File: config.mk
export PLATFORM = sky130hd
export DESIGN_NAME = fbc_div
export DESIGN_NICKNAME = d
export VERILOG_FILES = /design/src/rtl/core/fbc_pkg.sv /design/src/rtl/core/fbc_div.sv
export SDC_FILE = /design/constraint.sdc
export NUM_CORES = 1
export LEC_CHECK = 0
export BUFFER_PORTS_ARGS = -buffer_cell sky130_fd_sc_hd__buf_4
export CAP_MARGIN = 0
export CORE_ASPECT_RATIO = 1.1
export CORE_MARGIN = 5
export CORE_UTILIZATION = 49
export DETAILED_ROUTE_END_ITERATION = 16
export PLACE_DENSITY = 0.72
export REMOVE_ABC_BUFFERS = 1
export SLEW_MARGIN = 15
export SYNTH_ARGS = -nofsm -noshare
export SYNTH_HDL_FRONTEND = slang
export SYNTH_SLANG_ARGS = --single-unit
export TNS_END_PERCENT = 20
File: constraint.sdc
create_clock -name clk -period 7.5 [get_ports clk]
set_input_delay 0.75 -clock clk [delete_from_list [all_inputs] [get_ports clk]]
set_output_delay 0.75 -clock clk [all_outputs]
set_load 0.005 [all_outputs]
File: src/rtl/core/fbc_pkg.sv
// shared constants, command codes and types for the frustum box cull block
package fbc_pkg;
	localparam int PLANE_COUNT   = 6;
	localparam int FRAC_BITS_DEF = 16;
	localparam int COEF_W        = 32;
	localparam logic [30:0] MARGIN_RESET = 31'd327680;

	typedef enum logic [1:0] {
		CMD_LOAD  = 2'd0,
		CMD_BUILD = 2'd1,
		CMD_TEST  = 2'd2,
		CMD_NONE  = 2'd3
	} cmd_t;

	typedef enum logic {
		REG_MARGIN = 1'b0,
		REG_NORM   = 1'b1
	} reg_idx_t;

	typedef enum logic [8:0] {
		ST_IDLE    = 9'b000000001,
		ST_BLD_W   = 9'b000000010,
		ST_BLD_R   = 9'b000000100,
		ST_NRM_SQ  = 9'b000001000,
		ST_NRM_RT  = 9'b000010000,
		ST_NRM_DV  = 9'b000100000,
		ST_BOX     = 9'b001000000,
		ST_BOX_CMP = 9'b010000000,
		ST_DONE    = 9'b100000000
	} state_t;

	typedef struct packed {
		logic start;
		logic done;
	} unit_ctl_t;
endpackage

File: src/rtl/core/fbc_div.sv
// iterative restoring divider, one quotient bit per cycle
module fbc_div #(
	parameter int NUM_W = 48
) (
	input  logic             clk,
	input  logic             arst_n,
	input  logic             start,
	input  logic [NUM_W-1:0] numer,
	input  logic [31:0]      denom,
	output logic             done,
	output logic [NUM_W-1:0] quot
);
	import fbc_pkg::*;

	localparam int CNT_W = $clog2(NUM_W);

	logic             busy_q;
	logic             done_q;
	logic [CNT_W-1:0] cnt_q;
	logic [NUM_W-1:0] num_q;
	logic [31:0]      den_q;
	logic [32:0]      rem_q;
	logic [32:0]      rem_t;

	assign rem_t = {rem_q[31:0], num_q[NUM_W-1]};

	always_ff @(posedge clk or negedge arst_n) begin
		if (!arst_n) begin
			busy_q <= 1'b0;
			done_q <= 1'b0;
			cnt_q  <= '0;
		end else begin
			done_q <= 1'b0;
			if (start) begin
				busy_q <= 1'b1;
				cnt_q  <= '0;
			end else if (busy_q) begin
				cnt_q <= cnt_q + CNT_W'(1);
				if (cnt_q == CNT_W'(NUM_W - 1)) begin
					busy_q <= 1'b0;
					done_q <= 1'b1;
				end
			end
		end
	end

	always_ff @(posedge clk) begin
		if (start) begin
			num_q <= numer;
			den_q <= denom;
			rem_q <= '0;
		end else if (busy_q) begin
			if (rem_t >= {1'b0, den_q}) begin
				rem_q <= rem_t - {1'b0, den_q};
				num_q <= {num_q[NUM_W-2:0], 1'b1};
			end else begin
				rem_q <= rem_t;
				num_q <= {num_q[NUM_W-2:0], 1'b0};
			end
		end
	end

	assign done = done_q;
	assign quot = num_q;

	a_div_busy: assert property (@(posedge clk) disable iff (!arst_n)
		busy_q && cnt_q != CNT_W'(NUM_W - 1) && !start |=> busy_q)
		else $error("divider dropped busy early");
	a_div_done: assert property (@(posedge clk) disable iff (!arst_n)
		done_q |-> $past(busy_q))
		else $error("divider done without work");
	a_div_rem: assert property (@(posedge clk) disable iff (!arst_n)
		busy_q && !$past(start) |-> rem_q < {1'b0, den_q} || den_q == 32'd0)
		else $error("divider remainder out of range");
endmodule

[After elaboration in Yosys (flattened, before gate mapping)]
Index checks and enable logic that the tools add are counted.
Word-level totals
  output and inout bits: 49
  register bits after elaboration: 120
  input bits: 83
  word-level logic and storage cells: 23
Operators by class
  reductions and logical operators: 1
  add/subtract/negate cells: 2
  equal/unequal tests: 1
  muxes and demuxes: 12
  $lt $le $gt $ge: 1
Operator list (count)
  two-way mux 48 bit: 2
  greater-or-equal comparator 33 x 32 -> 1 bit: 1
  two-way mux 32 bit: 1
  subtractor 32 bit: 1
  two-way mux 6 bit: 2
  two-way mux 1 bit: 7
  adder 6 x 1 -> 6 bit, second input constant: 1
  == test 6 bit, second input constant: 1
  nonzero test 2 bit: 1

[Longest topological paths before layout]
  word-level depth: 4
  depth in mapped cells: 13
  mapped depth without buffers: 11

[Worst setup path before layout]
OpenSTA, ideal clock, no wires.
  path kind: in2reg
  from: in start
  to: reg num_q[0], in the netlist quot[0] (enable)
  arrival: 2.405 ns
  setup time: 0.402 ns
  data required time: 7.098 ns
  stages: 4
  buffers on the path: 2
  setup slack: 4.693 ns
  cells stage by stage: clkbuf_1 > clkbuf_1 > nor2_1 > inv_1
Between the ends
  longest elaborated chain between the ends: 1
Ends and longest elaborated chain
  start, declared: RTL line fbc_div.sv:7  | input logic start,
  nonzero test 2 bit (no source line)
  end signal, assigned: RTL line fbc_div.sv:49  | num_q <= numer;
  end signal, assigned: RTL line fbc_div.sv:55  | num_q <= {num_q[NUM_W-2:0], 1'b1};
  end signal, assigned: RTL line fbc_div.sv:58  | num_q <= {num_q[NUM_W-2:0], 1'b0};
  end, declared: RTL line fbc_div.sv:20  | logic [NUM_W-1:0] num_q;
Every way passes these cells.
A chain may end at the register's enable or synchronous reset.

[Final worst setup path]
  from: reg den_q[1]
  to: reg rem_q[21]
Between the ends
  longest elaborated chain between the ends: 2
  elaborated cells on any way between the ends: 3
Ends and longest elaborated chain
  start, declared: RTL line fbc_div.sv:21  | logic [31:0] den_q;
  start signal, assigned: RTL line fbc_div.sv:50  | den_q <= denom;
  subtractor 32 bit / greater-or-equal comparator 33 x 32 -> 1 bit (equally long branches): RTL line fbc_div.sv:54, fbc_div.sv:53
  two-way mux 32 bit (*): RTL line fbc_div.sv:53  | if (rem_t >= {1'b0, den_q}) begin
  end signal, assigned: RTL line fbc_div.sv:54  | rem_q <= rem_t - {1'b0, den_q};
  end signal, assigned: RTL line fbc_div.sv:57  | rem_q <= rem_t;
  end, declared: RTL line fbc_div.sv:22  | logic [32:0] rem_q;
Every way passes the cells marked *; elsewhere a longest branch is shown, timed or not.

==> impl_results.md <==
* # hold bufs at CTS at 0
* # DRC at 0
* Synth Cell Area at slightly below 7000 sq um
* Crit Path Max Fanout at 32
* FMAX at approximately 280 MHz
* Proportion of layout cells with a drive suffix above 1 at 29.0%
* CP Data Arrival Time at about 3900 ps
* Critical Path Source Type: flop
* CP Capture Type: flop
* Post-cts resize count at 0
* Final period util at a little under half
* Mean routed wirelength per cell at 16.7 um
* Final hold slack at ~130 ps
* CTS root buf: clkbuf_16
* Reg2reg end: rem_q[21]
* RSZ-0062 raised after global routing: no
* Number of synthesized flops with an enable pin at 80
* Tightest Pin Transition at between 1000 and 1500 ps
* GR peak layer: met2
* Gr usage total at approximately a fifth
* Asr flop ratio synth at 6.67%
* Synth top cells by count: edfxtp_1 (80), nand2_1 (57), mux2_2 (48)
* Crit-path slowest cell: nand2_1
* Area added between synthesis and finish at 24.7%
* Net switching power figure at approximately 0.42 mW
* Buffers on Ports at about 130
* Flop-to-flop setup slack at 3950 ps
* Final max-slew violation count at 0
* Starting Density at between 40% and 50%
* Final hold violation count at 0
* Largest stage delay, worst path at 650 ps
* ANT nets after route at 0
* Mapped Cells at 638
* Sink Count at 120
* Leakage Power at between 3 and 4 nW
* Synth Area per Inst at 10.5 sq um
* Worst r2r src: den_q[1]
* FP Rows at 45
* Max transition margin at a little under a quarter
* Area contributors post-synth: edfxtp_1 (36%), dfxtp_1 (9.5%), mux2_2 (8.0%)
* Core box area at about 14000 sq um
* Ys flop type: edfxtp_1
* Die Y at approximately 130 um
* CTS max path bufs at 2
* Yosys reg bits at 120
* PwrDens at between 200 and 250 nW/um^2
* Initial antenna violation count at 0
* Worst Clk Skew at ~18 ps
* Vias in the first global route at ~5500
* Peak VDD IR at between 0.1 and 0.15 mV
* Global route overflow at 0
* DR vias at 5373
* Io pins at ~130
* Antenna cells at 0
* Post-CTS Setup Bufs at 0
* Max Cap Viol at 0
* Full die area at 16200 sq um
* Switch share at a little under a quarter
* Die Wd at approximately 120 um
* Setup CP Type: flop to flop
* Met2 usage at approximately a third
* TritonCTS Buffers at 17
* Initial DRC Count at 292
* Pre-CTS setup slack at around 4000 ps
* Critical path's top delay family: simple AND/OR/NAND/NOR gates
* CP bufs+invs at 1
* Sequential power share at a little over two fifths
* Setup tns final at 0 ps
* Worst Path Required at approximately 7800 ps
* Logic pwr share at between 10% and 20%
* Insertion delay to the later sink of the worst-skew pair at roughly 430 ps
* Drt first pass iters at 4
* Post-synth top area share at 35.7%
* Via/cell ratio at between 5 and 6
* CTS tree: built
* Detailed Place HPWL at roughly 12 mm
* Critical-path cell list: inv_1, ha_1, nor2b_1, o211ai_1, a211oi_1, o22a_1, a2111o_1, nand2_1, or3_1, a311oi_1
* Finish-stage setup viols at 0
* Yosys warning count at 0
* Met3 usage at 9.49%
* Largest net degree at the start of global routing at between 80 and 90
* Register area share after synthesis at approximately half
* DRT Wirelength at around 16 mm
* Final WS setup at approximately 3900 ps
* Hold Path Class: primary input to asynchronous set/reset pin
* First-pass GRT wire length at 26.8 mm
* H-tree depth at 4
* Final min period at ~3600 ps
* Synth unique cells at 66
* Pwr Total at roughly 1.8 mW
* Internal at 1.35 mW
* Fill count at between 1000 and 1500
* Synth area leader: edfxtp_1
* Routability cong. at between 0.9 and 1
* Worst R2R Path Depth at 10
* Layout Nets at roughly 880
* Clock-pin slew on the worst setup and hold paths at ~60 ps
* Clock power share at approximately 44%
* Met1 GRT Util at approximately a quarter
* Most numerous cell in the Yosys netlist: edfxtp_1
* Core Util, Final at between 60% and 70%
* Status: finished, final reports clean
==> power by group through the flow <==
stage	combinational (mW)	sequential, mW	clock, mW
finish	0.211	0.778	0.782
global route	0.233	0.784	0.835
CTS	0.213	0.779	0.799
detailed placement	0.212	0.791	0
global placement	0.207	0.790	0
floorplan	0.0994	0.788	0
==> through the flow <==
stage	instance area [sq um]	std cells
6_report	8390	960
5_1_grt	8390	960
4_1_cts	8390	960
3_5_place_dp	7820	928
3_3_place_gp	7820	928
2_1_floorplan	6570	605
==> final cells by class <==
cell class | instances | area, sq um | area share, %
multi-input cells | 441 | 3160 | 37.7
clock inverters | 13 | 118 | 1.40
repair buffers | 135 | 1010 | 12.1
inverters | 44 | 165 | 1.97
flip-flops and latches | 120 | 3240 | 38.7
well taps | 188 | 235 | 2.80
clock buffers | 19 | 453 | 5.40
==> worst max-delay path by stage <==
stage	startpoint	endpoint	slack, ps	cells after the start
3_5_place_dp	den_q[1]	rem_q[26]	3940	10
4_1_cts	den_q[1]	rem_q[21]	3920	10
2_1_floorplan	busy_q	quot[0]	4540	2
5_1_grt	den_q[1]	rem_q[26]	3630	10
6_report	den_q[1]	rem_q[21]	3950	10
3_3_place_gp	den_q[14]	rem_q[26]	4070	9
==> flip-flops by register name (all words and copies together), names as in the netlist <==
| name | count |
|---|---|
| done | 1 |
| cnt_q | 6 |
| quot | 48 |
| busy_q | 1 |
| den_q | 32 |
| rem_q | 32 |
==> logic make-up after synthesis <==
group | synth area share [%]
buffers and inverters | 4.80
AND/OR/NAND/NOR | 12.5
XOR/XNOR | 3.51
adder cells (fa/ha/maj) | 6.43
AO/OA/AOI/OAI | 16.4
multiplexers | 8.18
flip-flops | 48.2
==> metal layers <==
metal,share of wire [%],wire (um)
met3,9.8,1570
met2,48,7690
met5,0,0
met1,41,6610
met4,1.2,194
==> cells in the final DEF, fill, tap and decap left out, drive strengths merged, types with 16 or more instances in the layout <==
| master | netlist | layout |
|---|---|---|
| clkbuf | 21 | 19 |
| dfxtp | 32 | 32 |
| o21ai | 23 | 23 |
| mux2 | 48 | 48 |
| inv | 44 | 48 |
| a21oi | 38 | 38 |
| edfxtp | 80 | 80 |
| xnor2 | 17 | 17 |
| nand3 | 16 | 16 |
| buf | 12 | 135 |
| ha | 33 | 33 |
| nand2 | 57 | 57 |
| nor2 | 46 | 46 |
| a311oi | 18 | 18 |
(Power assumes the default switching activity.)
