$ cat src/rtl/core/fbc_pkg.sv
// shared constants, command codes and types for the frustum box cull block
package fbc_pkg;
	localparam int PLANE_COUNT   = 6;
	localparam int FRAC_BITS_DEF = 16;
	localparam int COEF_W        = 32;
	localparam logic [30:0] MARGIN_RESET = 31'd327680;

	typedef enum logic [1:0] {
		CMD_LOAD  = 2'd0,
		CMD_BUILD = 2'd1,
		CMD_TEST  = 2'd2,
		CMD_NONE  = 2'd3
	} cmd_t;

	typedef enum logic {
		REG_MARGIN = 1'b0,
		REG_NORM   = 1'b1
	} reg_idx_t;

	typedef enum logic [8:0] {
		ST_IDLE    = 9'b000000001,
		ST_BLD_W   = 9'b000000010,
		ST_BLD_R   = 9'b000000100,
		ST_NRM_SQ  = 9'b000001000,
		ST_NRM_RT  = 9'b000010000,
		ST_NRM_DV  = 9'b000100000,
		ST_BOX     = 9'b001000000,
		ST_BOX_CMP = 9'b010000000,
		ST_DONE    = 9'b100000000
	} state_t;

	typedef struct packed {
		logic start;
		logic done;
	} unit_ctl_t;
endpackage

$ cat src/rtl/core/fbc_sqrt.sv
// iterative integer square root, two radicand bits per cycle
module fbc_sqrt (
	input  logic              clk,
	input  logic              arst_n,
	input  logic              start,
	input  logic [63:0]       radicand,
	output logic              done,
	output logic [31:0]       root
);
	import fbc_pkg::*;

	logic        busy_q;
	logic        done_q;
	logic [4:0]  cnt_q;
	logic [63:0] rad_q;
	logic [33:0] rem_q;
	logic [31:0] root_q;
	logic [33:0] rem_t;
	logic [33:0] trial;

	assign rem_t = {rem_q[31:0], rad_q[63:62]};
	assign trial = {root_q, 2'b01};

	always_ff @(posedge clk or negedge arst_n) begin
		if (!arst_n) begin
			busy_q <= 1'b0;
			done_q <= 1'b0;
			cnt_q  <= '0;
		end else begin
			done_q <= 1'b0;
			if (start) begin
				busy_q <= 1'b1;
				cnt_q  <= '0;
			end else if (busy_q) begin
				cnt_q <= cnt_q + 5'd1;
				if (cnt_q == 5'd31) begin
					busy_q <= 1'b0;
					done_q <= 1'b1;
				end
			end
		end
	end

	always_ff @(posedge clk) begin
		if (start) begin
			rad_q  <= radicand;
			rem_q  <= '0;
			root_q <= '0;
		end else if (busy_q) begin
			rad_q <= {rad_q[61:0], 2'b00};
			if (rem_t >= trial) begin
				rem_q  <= rem_t - trial;
				root_q <= {root_q[30:0], 1'b1};
			end else begin
				rem_q  <= rem_t;
				root_q <= {root_q[30:0], 1'b0};
			end
		end
	end

	assign done = done_q;
	assign root = root_q;

	a_no_restart: assert property (@(posedge clk) disable iff (!arst_n)
		busy_q && cnt_q != 5'd31 |=> !done_q)
		else $error("sqrt finished early");
	a_done_pulse: assert property (@(posedge clk) disable iff (!arst_n)
		done_q |=> !done_q || $past(start, 2))
		else $error("sqrt done held");
	a_busy_done: assert property (@(posedge clk) disable iff (!arst_n)
		done_q |-> !busy_q || $past(start))
		else $error("sqrt done while busy");
endmodule

$ cat config.mk
export PLATFORM = sky130hd
export DESIGN_NAME = fbc_sqrt
export DESIGN_NICKNAME = d
export VERILOG_FILES = /design/src/rtl/core/fbc_pkg.sv /design/src/rtl/core/fbc_sqrt.sv
export SDC_FILE = /design/constraint.sdc
export NUM_CORES = 1
export LEC_CHECK = 0
export BUFFER_PORTS_ARGS = -buffer_cell sky130_fd_sc_hd__clkbuf_2
export CAP_MARGIN = 5
export CORE_MARGIN = 10
export CORE_UTILIZATION = 30
export DETAILED_ROUTE_END_ITERATION = 10
export SLEW_MARGIN = 20
export SYNTH_ARGS = -nofsm -noshare
export SYNTH_HDL_FRONTEND = slang
export SYNTH_SLANG_ARGS = --single-unit
$ cat constraint.sdc
create_clock -name clk -period 7.6 [get_ports clk]
set_clock_uncertainty 0.2 [all_clocks]
set_input_delay 0.38 -clock clk [delete_from_list [all_inputs] [get_ports clk]]
set_output_delay 0.38 -clock clk [all_outputs]
set_load 0.05 [all_outputs]
======== After elaboration in Yosys (flattened, before gate mapping) ========
Index checks and enable logic that the tools add are counted.
word-level totals
  flip-flop bits (word level) ............. 135
  bits in latches ......................... 0
  memory bits (writable) .................. 0
  ROM bits ................................ 0
  output and inout port bits .............. 33
  logic and storage cells ................. 23
  memories kept ........................... 0
cells by class
  $add $sub $neg .......................... 2
  multipliers ............................. 0
  divide/modulo/power cells ............... 0
  order comparisons ....................... 1
  equality and inequality tests ........... 1
  shifts and indexed selects .............. 0
  muxes and demuxes ....................... 12
  bitwise operators ....................... 0
  reductions and logical operators ........ 1
operators with widths
  cell                                                           number
  64-bit two-way mux                                             2
  34-bit >= comparator                                           1
  32-bit two-way mux                                             1
  32-bit subtractor                                              1
  5-bit two-way mux                                              2
  1-bit two-way mux                                              7
  5-bit by 1-bit adder with 5-bit output, second input constant  1
  5-bit == test, second input constant                           1
  2-bit nonzero test                                             1

======== Logic depth before layout (Yosys ltp) ========
Gate-level depths: netlist (run 1).
  depth after elaboration ................. 4
  depth in mapped cells ................... 12
  gate-level depth less buffers ........... 10

======== Worst setup path after synthesis (run 1) ========
Ideal clock, no wire load.
  kind .................................... register -> register
  start point ............................. register root_q[14] (netlist: root[14])
  end point ............................... register rem_q[30]
  setup time .............................. 0.122 ns
  data arrival time ....................... 2.676 ns
  required time ........................... 7.278 ns
  setup slack ............................. 4.602 ns
  cell stages (with the launch flop) ...... 12
  cell sequence ........................... dfxtp_1 inv_1 ha_1 buf_2 and3_1 and4_2 o2111ai_4 a31oi_4 a21o_1 buf_2 nor3_1 a311o_1
between the ends
  cells in the longest elaborated chain, start to end .. 2
  elaborated cells between the ends (all ways) .. 3
ends and longest elaborated chain
  what                                                       RTL line                        text
  from (decl)                                                fbc_sqrt.sv:17                  logic [31:0] root_q;
  from (signal assigned)                                     fbc_sqrt.sv:53                  root_q <= {root_q[30:0], 1'b1};
  from (signal assigned)                                     fbc_sqrt.sv:56                  root_q <= {root_q[30:0], 1'b0};
  32-bit subtractor or 34-bit >= comparator (tied branches)  fbc_sqrt.sv:52, fbc_sqrt.sv:51
  32-bit two-way mux (*)                                     fbc_sqrt.sv:51                  if (rem_t >= trial) begin
  to (signal assigned)                                       fbc_sqrt.sv:52                  rem_q <= rem_t - trial;
  to (signal assigned)                                       fbc_sqrt.sv:55                  rem_q <= rem_t;
  to (decl)                                                  fbc_sqrt.sv:16                  logic [33:0] rem_q;
Mark *: on every way between the ends. The rest lies on a longest branch, timed or not.
A chain may end at the register's enable or synchronous reset.

======== Final worst setup path (run 1) ========
  start point ............................. register root_q[25] (netlist: root[25])
  end point ............................... register rem_q[16]
between the ends
  cells in the longest elaborated chain, start to end .. 2
ends and longest elaborated chain
  what                  RTL line
  34-bit >= comparator  fbc_sqrt.sv:51
  32-bit two-way mux    fbc_sqrt.sv:51
Every way passes these cells.

==> flow_metrics.tcl, run 1 <==
set metrics [dict create \
    core_region_area_um2 24960 \
    synth_top_family_by_area "compound AO/OA/AOI/OAI gates" \
    track_usage_pct 11.74 \
    initialDrtViolationCount 379 \
    via_per_inst 4.894 \
    synthAdderAreaFrac_pct 5.958 \
    synthXorXnorAreaFrac_pct 2.781 \
    clkTransAtPathRegs_ns 0.07 \
    holdWs_ns 0.02376 \
    drt-total-wl_mm 18.17 \
    p_total_uw 3190 \
    leakagePower_uw 0.003892 \
    cp_top_family "compound AO/OA/AOI/OAI gates" \
    cp_max_fo 30 \
    grt_max_degree 80 \
    path_buf_inv 1 \
    grt_pass1_vias 5810 \
    r2r_start "root[25]" \
    vias 5716 \
    antenna_found_initial 1 \
    die_width_um 178.7 \
    grt.overflow.total 0 \
    crit_path_start "root[25]" \
    dp_hpwl_mm 12.89 \
    postSynthCellCount 748 \
    cts_setup_buffers 0 \
    slowest_stage "a21o_1" \
    dpl.cell_count 1134 \
    min_period_ns 3.581 \
    slew-limit-headroom_pct 28.67 \
    syn_avg_cell_area_um2 10.11 \
    gp_congestion 0.8864 \
    drcViolationCount 0 \
    cts_tree "yes" \
    yosysWarnings 0 \
    crit_chain "inv_1 > ha_1 > a21o_1 > a21oi_1 > o221ai_1 > nor2_1 > a31oi_4 > a21o_1 > o2111ai_1 > a311oi_1" \
    grt_first_pass_wirelength_mm 30.19 \
    max_stage_delay_ns 0.87 \
    synthMuxAreaShare_pct 14.15 \
    fin_ws_ns 4.019 \
    firstDrtPassIters 4 \
    postSynth.asyncResetShare_pct 5.185 \
    cp-end-kind "register" \
    fin_cells 1168 \
    critical_path_class "reg2reg" \
    crit_top_cell "a21o_1" \
    rsz0062_at_grt "false" \
    dieArea_um2 31950 \
    fin_nets 927 \
    postRouteAntennaNets 0 \
    min_from "radicand[0]" \
    cp.required_ns 7.74 \
    setup_viol 0 \
    synth_area_um2 7560 \
    synth-edff-count 64 \
    worstPathArrival_ns 3.72 \
    cts_buffer_depth 2 \
    ioPinCount 100 \
    outcome "completed" \
    syn_nets 851 \
    vdd_drop_max_uv 216.6 \
    powerDensity_nw_per_um2 358.7 \
    ys.flop_type "edfxtp_1" \
    area_delta_synth_final_pct 17.66 \
    hold_viol 0 \
    yosys.area_share.simple_pct 13.01 \
    ctsResizeCount 0 \
    cts_root_buf "clkbuf_16" \
    rows 58 \
    clk-insertion-delay-late_ns 0.44 \
    period_share_pct 47.12 \
    fp.dieH_um 178.7 \
    tns_ns 0 \
    htreeDepth 4 \
    wl_per_cell_um 15.56 \
    drive_gt1_share_pct 25.33 \
    synth-compound-area-share_pct 14.45 \
    pre_cts_slack_ns 4.005 \
    slew_violations 0 \
    worst_setup_path_start_kind "register" \
    max_freq_mhz 279.2 \
    maxCapViolCount 0 \
    cts_hold_buf 1 \
    numCtsBuffers 17 \
    hold_path_class "in2reg" \
    ys_types 65 \
    synth_seq_area_share_pct 44.69 \
    start_util_pct 30.28 \
    worstMarginPinSlew_ns 1.070 \
    cts_sinks 135 \
    port_buffers 99 \
    ys_seq_elements 135 \
]
[power by group]
group | switching, µW | internal, µW
Sequential | 63.0 | 867
Clock | 376 | 439
Combinational | 839 | 606
Total | 1280 | 1910
[worst register-to-register path: cells and delay by family, from the launching register on]
family                     cells  cell delay, ns
buffers and inverters          1            0.06
DFF                            1            0.37
adders and majority gates      1            0.46
AOI/OAI and AO/OA              7            2.26
and+or+nand+nor                1            0.13
[final timing paths]
| kind | endpoint | slack (ns) | cells past startpoint |
|---|---|---|---|
| worst max-delay path | rem_q[16] | 4.02 | 10 |
| worst min-delay path | rad_q[0] | 0.02 | 2 |
| worst max register to register | rem_q[16] | 4.02 | 10 |
| worst min register to register | rem_q[17] | 0.30 | 2 |
| max in group asynchronous | busy_q | 6.88 | 2 |
| min in group asynchronous | cnt_q[0] | 0.12 | 2 |
[logic make-up after synthesis]
family,Yosys count
xor+xnor,24
compound gates,147
mux,99
buf+inv,92
flops,135
simple gates,215
fa+ha+maj,36
[per-layer routing]
metal / track usage, % / share of wire [%] / vias up / wire, µm
met1: 14.66 / 46 / 2700 / 8290
met3: 5.813 / 9.8 / 12 / 1790
met4: 3.514 / 0.84 / 0 / 153
li1: - / - / 2867 / -
met2: 17.42 / 44 / 137 / 7940
met5: 0 / 0 / - / 0
[flip-flops by register name (all words and copies together) (netlist names)]
name,cells
cnt_q,5
root,32
busy_q,1
done,1
rem_q,32
rad_q,64
[area by class of cell]
| type | instances | area [µm²] |
|---|---|---|
| Antenna cell | 1 | 2.502 |
| Clock buffer | 17 | 425.4 |
| Clock inverter | 15 | 155.1 |
| Fill cell | 2577 | 16070 |
| Inverter | 46 | 172.7 |
| Multi-Input combinational cell | 521 | 3814 |
| Sequential cell | 135 | 3382 |
| Tap cell | 330 | 412.9 |
| Timing Repair Buffer | 103 | 530.5 |
[metrics by stage]
| step | area (µm²) | utilization, % |
|---|---|---|
| floorplan | 7560 | - |
| global placement | 8302 | 33.25 |
| detailed placement | 8302 | 33.25 |
| CTS | 8892 | 35.62 |
| global route | 8892 | 35.62 |
| finish | 8895 | 35.63 |
[cells in the mapped netlist, types with 3 or more instances]
master | instances | area share [%]
and2_1 | 4 | 0.33
nand3_1 | 13 | 0.86
a211oi_1 | 3 | 0.30
nand2b_1 | 4 | 0.33
o21ai_0 | 16 | 1.1
nor2_1 | 83 | 4.1
a31oi_1 | 8 | 0.66
buf_2 | 12 | 0.79
nor3b_1 | 4 | 0.40
a2111oi_0 | 3 | 0.35
nor2b_1 | 5 | 0.41
nand4_1 | 8 | 0.66
a311o_1 | 4 | 0.53
a21oi_1 | 34 | 2.3
ha_1 | 36 | 6.0
mux2_2 | 63 | 9.4
a41oi_1 | 4 | 0.46
dfxtp_1 | 64 | 17
and3_1 | 8 | 0.66
inv_1 | 46 | 2.3
a311oi_1 | 22 | 2.5
edfxtp_1 | 64 | 25
xor2_1 | 12 | 1.4
buf_1 | 4 | 0.20
xnor2_1 | 12 | 1.4
dfrtp_1 | 7 | 2.3
clkbuf_1 | 27 | 1.3
mux2i_1 | 36 | 4.8
a21o_1 | 21 | 2.1
nand2_1 | 61 | 3.0
nor3_1 | 9 | 0.60
o21a_1 | 4 | 0.40
or3_1 | 4 | 0.33
[cells in the final DEF (no fill, tap or decap), types with 16 or more instances in the layout]
cell type	Yosys	layout
nor2_1	83	83
a311oi_1	22	22
clkbuf_2	0	98
edfxtp_1	64	64
inv_1	46	46
ha_1	36	36
a21o_1	21	21
mux2_2	63	63
clkbuf_16	0	17
mux2i_1	36	36
dfxtp_1	64	64
a21oi_1	34	34
nand2_1	61	61
o21ai_0	16	16
No activity file was read; power rests on OpenSTA's default activity.
==> inputs of run 2 (changes only) <==
==> constraint.sdc (replaced) <==
create_clock -name clk -period 3.6 [get_ports clk]
set_clock_uncertainty 0.2 [all_clocks]
set_input_delay 0.18 -clock clk [delete_from_list [all_inputs] [get_ports clk]]
set_output_delay 0.18 -clock clk [all_outputs]
set_load 0.05 [all_outputs]
==> run 2 against run 1 <==
Compared with the run above: non-clock buffer count increased by 73; routed wire length increased by 6.5%; sequential share of layout area decreased by 2.9 points; die area unchanged; critical endpoint is now rem_q[25].
==> flow_metrics.tcl, run 2 (synthesis results as in run 1) <==
set metrics [dict create \
    rows 58 \
    worstMarginPinSlew_ns 0.6116 \
    finalInstanceArea_um2 9617 \
    core_region_area_um2 24960 \
    largest-register "rad_q" \
    rsz0062_at_grt "false" \
    p_total_uw 6910 \
    fin_cells 1242 \
    slew_violations 0 \
    initialDrtViolationCount 325 \
    min_to "root[31]" \
    grt_max_degree 51 \
    vdd_drop_max_uv 300.2 \
    slowest_stage "a21oi_2" \
    crit_chain "inv_1 > ha_1 > a21o_1 > a21oi_1 > o221ai_1 > nor2_1 > a31oi_4 > a21oi_2 > buf_4 > nand2_1 > a311oi_1" \
    cts_tree "yes" \
    firstDrtPassIters 5 \
    final_cell_mix "98 x clkbuf_2, 83 x nor2_1, 66 x dlygate4sd3_1" \
    grt_pass1_vias 6041 \
    r2r_slack_ns 0.38 \
    setup_viol 0 \
    reg2regPathDepth 11 \
    fp.dieH_um 178.7 \
    powerDensity_nw_per_um2 718.5 \
    drive_gt1_share_pct 24.18 \
    cp.required_ns 3.73 \
    port_buffers 99 \
    tns_ns 0 \
    final_util_pct 38.52 \
    worst_setup_path_start_kind "register" \
    hold_viol 0 \
    max_stage_delay_ns 0.47 \
    outcome "completed" \
    area_delta_synth_final_pct 27.21 \
    min_from "start" \
    cts_buffer_depth 2 \
    layout.cells.most_common "clkbuf_2" \
    dp_hpwl_mm 13.13 \
    track_usage_pct 12.17 \
    clk-insertion-delay-late_ns 0.42 \
    ioPinCount 100 \
    period_share_pct 89.43 \
    min_period_ns 3.220 \
    max_freq_mhz 310.6 \
    dieArea_um2 31950 \
    antenna_found_initial 2 \
    cp-end-kind "register" \
    via_per_inst 4.863 \
    critical_path_class "reg2reg" \
    leakagePower_uw 0.004196 \
    rr_endpoint "rem_q[25]" \
    slew-limit-headroom_pct 59.23 \
    numCtsBuffers 17 \
    postRouteAntennaNets 0 \
    cts_sinks 135 \
    grt_first_pass_wirelength_mm 31.54 \
    htreeDepth 4 \
    grt.overflow.total 0 \
    gp_congestion 0.8749 \
    worstPathArrival_ns 3.35 \
    wl_per_cell_um 15.58 \
    start_util_pct 30.28 \
    cp_max_fo 11 \
    hold_path_class "in2reg" \
    die_width_um 178.7 \
    drt-total-wl_mm 19.35 \
    dpl.cell_count 1142 \
    maxCapViolCount 0 \
    r2r_start "root[25]" \
    cts_root_buf "clkbuf_16" \
    fin_nets 1000 \
    min_path_cells 2 \
    cts_setup_buffers 0 \
    drcViolationCount 0 \
    placed_area_um2 8367 \
    vias 6040 \
    clkTransAtPathRegs_ns 0.06 \
    largest_reg_flops 64 \
]
-- run 2: cell types whose count changed in the layout (fill, tap and decap cells not counted), moves of 2 or more --
cell / previous run / this run
dlygate4sd3_1: 1 / 66
clkinvlp_4: 0 / 2
inv_8: 5 / 2
buf_4: 4 / 11
-- run 2: critical path: cells and delay by family (launching register included) --
kind,cells,cell delay [ns]
compound gates,6,1.46
fa+ha+maj,1,0.42
buf+inv,2,0.35
flops,1,0.37
simple gates,2,0.31
-- run 2: metrics by stage --
stage | hold slack (ns) | worst slack (ns)
floorplan | -0.3156 | 0.6023
finish | 0.02538 | 0.3804
global placement | -0.1737 | 0.3753
detailed placement | -0.1739 | 0.2974
CTS | 0.03178 | 0.3067
global route | 0.06890 | 0.1467
-- run 2: area by class of cell --
class | instances | area [µm²]
antenna | 2 | 5.005
clock buffer | 17 | 425.4
clock inverter | 15 | 157.7
fill | 2481 | 15350
inverter | 46 | 172.7
multi-input combinational | 521 | 3807
sequential | 135 | 3382
tap | 330 | 412.9
timing repair buffer | 176 | 1254
-- run 2: worst max-delay path by stage --
stage / startpoint / end / slack [ns]
after global placement: root[6] / rem_q[2] / 0.38
after global routing: root[25] / rem_q[23] / 0.15
after floorplan: root[14] / rem_q[30] / 0.60
final: root[25] / rem_q[25] / 0.38
after CTS: root[6] / rem_q[2] / 0.31
after detailed placement: root[6] / rem_q[2] / 0.30
-- run 2: routing by layer --
| layer | wire length [µm] | track usage, % | vias up |
|---|---|---|---|
| met5 | 0 | 0 | - |
| met4 | 278 | 3.858 | 0 |
| met3 | 1446 | 4.170 | 19 |
| met2 | 8636 | 18.69 | 150 |
| met1 | 8987 | 15.75 | 2856 |
| li1 | - | - | 3015 |
-- run 2: power by group --
group | switching (µW) | total [µW] | leakage, µW | internal, µW
logic | 1810 | 3190 | 0.00262 | 1380
registers | 135 | 1960 | 0.00129 | 1830
clock network | 773 | 1750 | 0.000280 | 980
total | 2720 | 6910 | 0.00420 | 4190
-- run 2: timing repair --
action,CTS,global route
hold buffers,66,0
endpoints found under the setup margin,0,1
hold endpoints to repair,71,0
resized for setup,0,1
==> inputs of run 3 (changes only) <==
==> constraint.sdc (replaced) <==
create_clock -name clk -period 4.08 [get_ports clk]
set_clock_uncertainty 0.2 [all_clocks]
set_input_delay 0.204 -clock clk [delete_from_list [all_inputs] [get_ports clk]]
set_output_delay 0.204 -clock clk [all_outputs]
set_load 0.05 [all_outputs]
==> run 3 against run 2 <==
Compared with the run above: cell area is 0.33% lower; die area stayed put; hold slack better by 0.27 ns; fmax increased by 1.5%; via count decreased by 0.51%; sequential cell count is the same; clock-buffer cell count did not move; sequential share of layout area increased by 0.11 points; cell count down 0.24%; critical path depth stayed put; largest power group unchanged.
==> flow_metrics.tcl, run 3 (synthesis results as in run 1) <==
set metrics [dict create \
    min_period_ns 3.171 \
    antenna_found_initial 1 \
    fp.dieH_um 178.7 \
    outcome "completed" \
    worstMarginPinSlew_ns 0.5792 \
    layout.cells.most_common "clkbuf_2" \
    p_total_uw 5997 \
    grt_pass1_vias 6126 \
    path_depth 11 \
    hold_path_class "reg2reg" \
    r2r_slack_ns 0.91 \
    htreeDepth 4 \
    final_util_pct 38.40 \
    rsz0062_at_grt "false" \
    cts_hold_buf 67 \
    cp-end-kind "register" \
    cts_sinks 135 \
    critPathCapture "rem_q[30]" \
    grt_first_pass_wirelength_mm 32.15 \
    start_util_pct 30.28 \
    max_stage_delay_ns 0.42 \
    worstPathArrival_ns 3.28 \
    final_cell_mix "98 x clkbuf_2, 83 x nor2_1, 67 x dlygate4sd3_1" \
    maxCapViolCount 0 \
    crit_path_start "root[6]" \
    hold_viol 0 \
    drcViolationCount 0 \
    setup_viol 0 \
    dpl.cell_count 1140 \
    worst_setup_path_start_kind "register" \
    vdd_drop_max_uv 394.5 \
    cts_tree "yes" \
    ioPinCount 100 \
    drt-total-wl_mm 19.19 \
    max_freq_mhz 315.3 \
    powerDensity_nw_per_um2 625.7 \
    vias 6009 \
    slew-limit-headroom_pct 61.38 \
    grt_max_degree 47 \
    cp.required_ns 4.19 \
    wl_per_cell_um 15.49 \
    rr_endpoint "rem_q[30]" \
    fin_cells 1239 \
    p_seq_share_pct 28.9 \
    p_sw_uw 2365 \
    path_buf_inv 2 \
    cts_setup_buffers 0 \
    rows 58 \
    die_width_um 178.7 \
    numCtsBuffers 17 \
    period_share_pct 77.73 \
    switching_share_pct 39.43 \
    postRouteAntennaNets 0 \
    initialDrtViolationCount 399 \
    largest_reg_flops 64 \
    drive_gt1_share_pct 23.90 \
    pwr-share-clk_pct 24.5 \
    port_buffers 99 \
    ctsResizeCount 0 \
    clk-insertion-delay-late_ns 0.43 \
    r2r_start "root[6]" \
    cts_root_buf "clkbuf_16" \
    grt.overflow.total 0 \
    core_region_area_um2 24960 \
    slew_violations 0 \
    via_per_inst 4.850 \
    dp_hpwl_mm 13.25 \
    fin_nets 999 \
    p_comb_share_pct 46.6 \
    cp_top_family "compound AO/OA/AOI/OAI gates" \
    track_usage_pct 12.47 \
    reg2regPathDepth 11 \
    clkTransAtPathRegs_ns 0.06 \
    cp_max_fo 21 \
    tns_ns 0 \
    internal_power_uw 3632 \
    cts_buffer_depth 2 \
    gp_congestion 0.8849 \
    dieArea_um2 31950 \
    firstDrtPassIters 7 \
    area_delta_synth_final_pct 26.80 \
    leakagePower_uw 0.004179 \
    crit_chain "inv_1 > ha_1 > nand4_1 > nor2_1 > and2_1 > o2111ai_4 > a31oi_4 > a21o_1 > buf_12 > nor3_1 > a311o_1" \
    critical_path_class "reg2reg" \
    largest-register "rad_q" \
    slowest_stage "ha_1" \
]
==> run 3: tightest hold or removal path, cell delays in order (launching register included) <==
cell      delay [ns]
dfxtp_1         0.32
nand2_1         0.06
a311oi_1        0.07
==> run 3: final cells by class <==
type	count	area (µm²)
fillers	2493	15380
multi-input cells	521	3806
flip-flops and latches	135	3382
repair buffers	175	1249
clock buffers	17	425.4
well taps	330	412.9
inverters	46	172.7
clock inverters	14	135.1
diodes	1	2.502
==> run 3: stage by stage <==
stage / worst slack, ns / area (µm²) / hold slack (ns)
3_5_place_dp: 0.8897 / 8352 / -0.1491
4_1_cts: 0.8809 / 9583 / 0.3014
3_3_place_gp: 0.9844 / 8352 / -0.1512
5_1_grt: 0.6522 / 9585 / 0.3199
6_report: 0.9086 / 9585 / 0.2983
2_1_floorplan: 1.082 / 7560 / -0.2916
==> run 3: how the worst min path moves through the flow <==
stage / slack (ns) / cells past startpoint / end / start
final: 0.30 / 2 / rem_q[13] / rem_q[11]
after global routing: 0.32 / 2 / rem_q[6] / rem_q[6]
after detailed placement: -0.15 / 1 / done / arst_n
after floorplan: -0.29 / 0 / busy_q / arst_n
after CTS: 0.30 / 2 / rem_q[7] / rem_q[5]
after global placement: -0.15 / 1 / done / arst_n
==> run 3: power groups by stage <==
| stage | registers (µW) | logic (µW) | clock network [µW] |
|---|---|---|---|
| 2_1_floorplan | 1750 | 2160 | 0 |
| 3_3_place_gp | 1760 | 2720 | 0 |
| 3_5_place_dp | 1760 | 2730 | 0 |
| 4_1_cts | 1730 | 2800 | 1510 |
| 5_1_grt | 1750 | 3140 | 1570 |
| 6_report | 1730 | 2800 | 1470 |
==> run 3: metal layers <==
layer	GRT usage, %	routed length [µm]	vias to the layer above	part of all wire (%)
met1	15.64	8832	2830	46
li1	-	-	3010	-
met2	19.91	8805	155	46
met5	0	0	-	0
met3	4.865	1388	14	7.2
met4	2.618	165	0	0.86
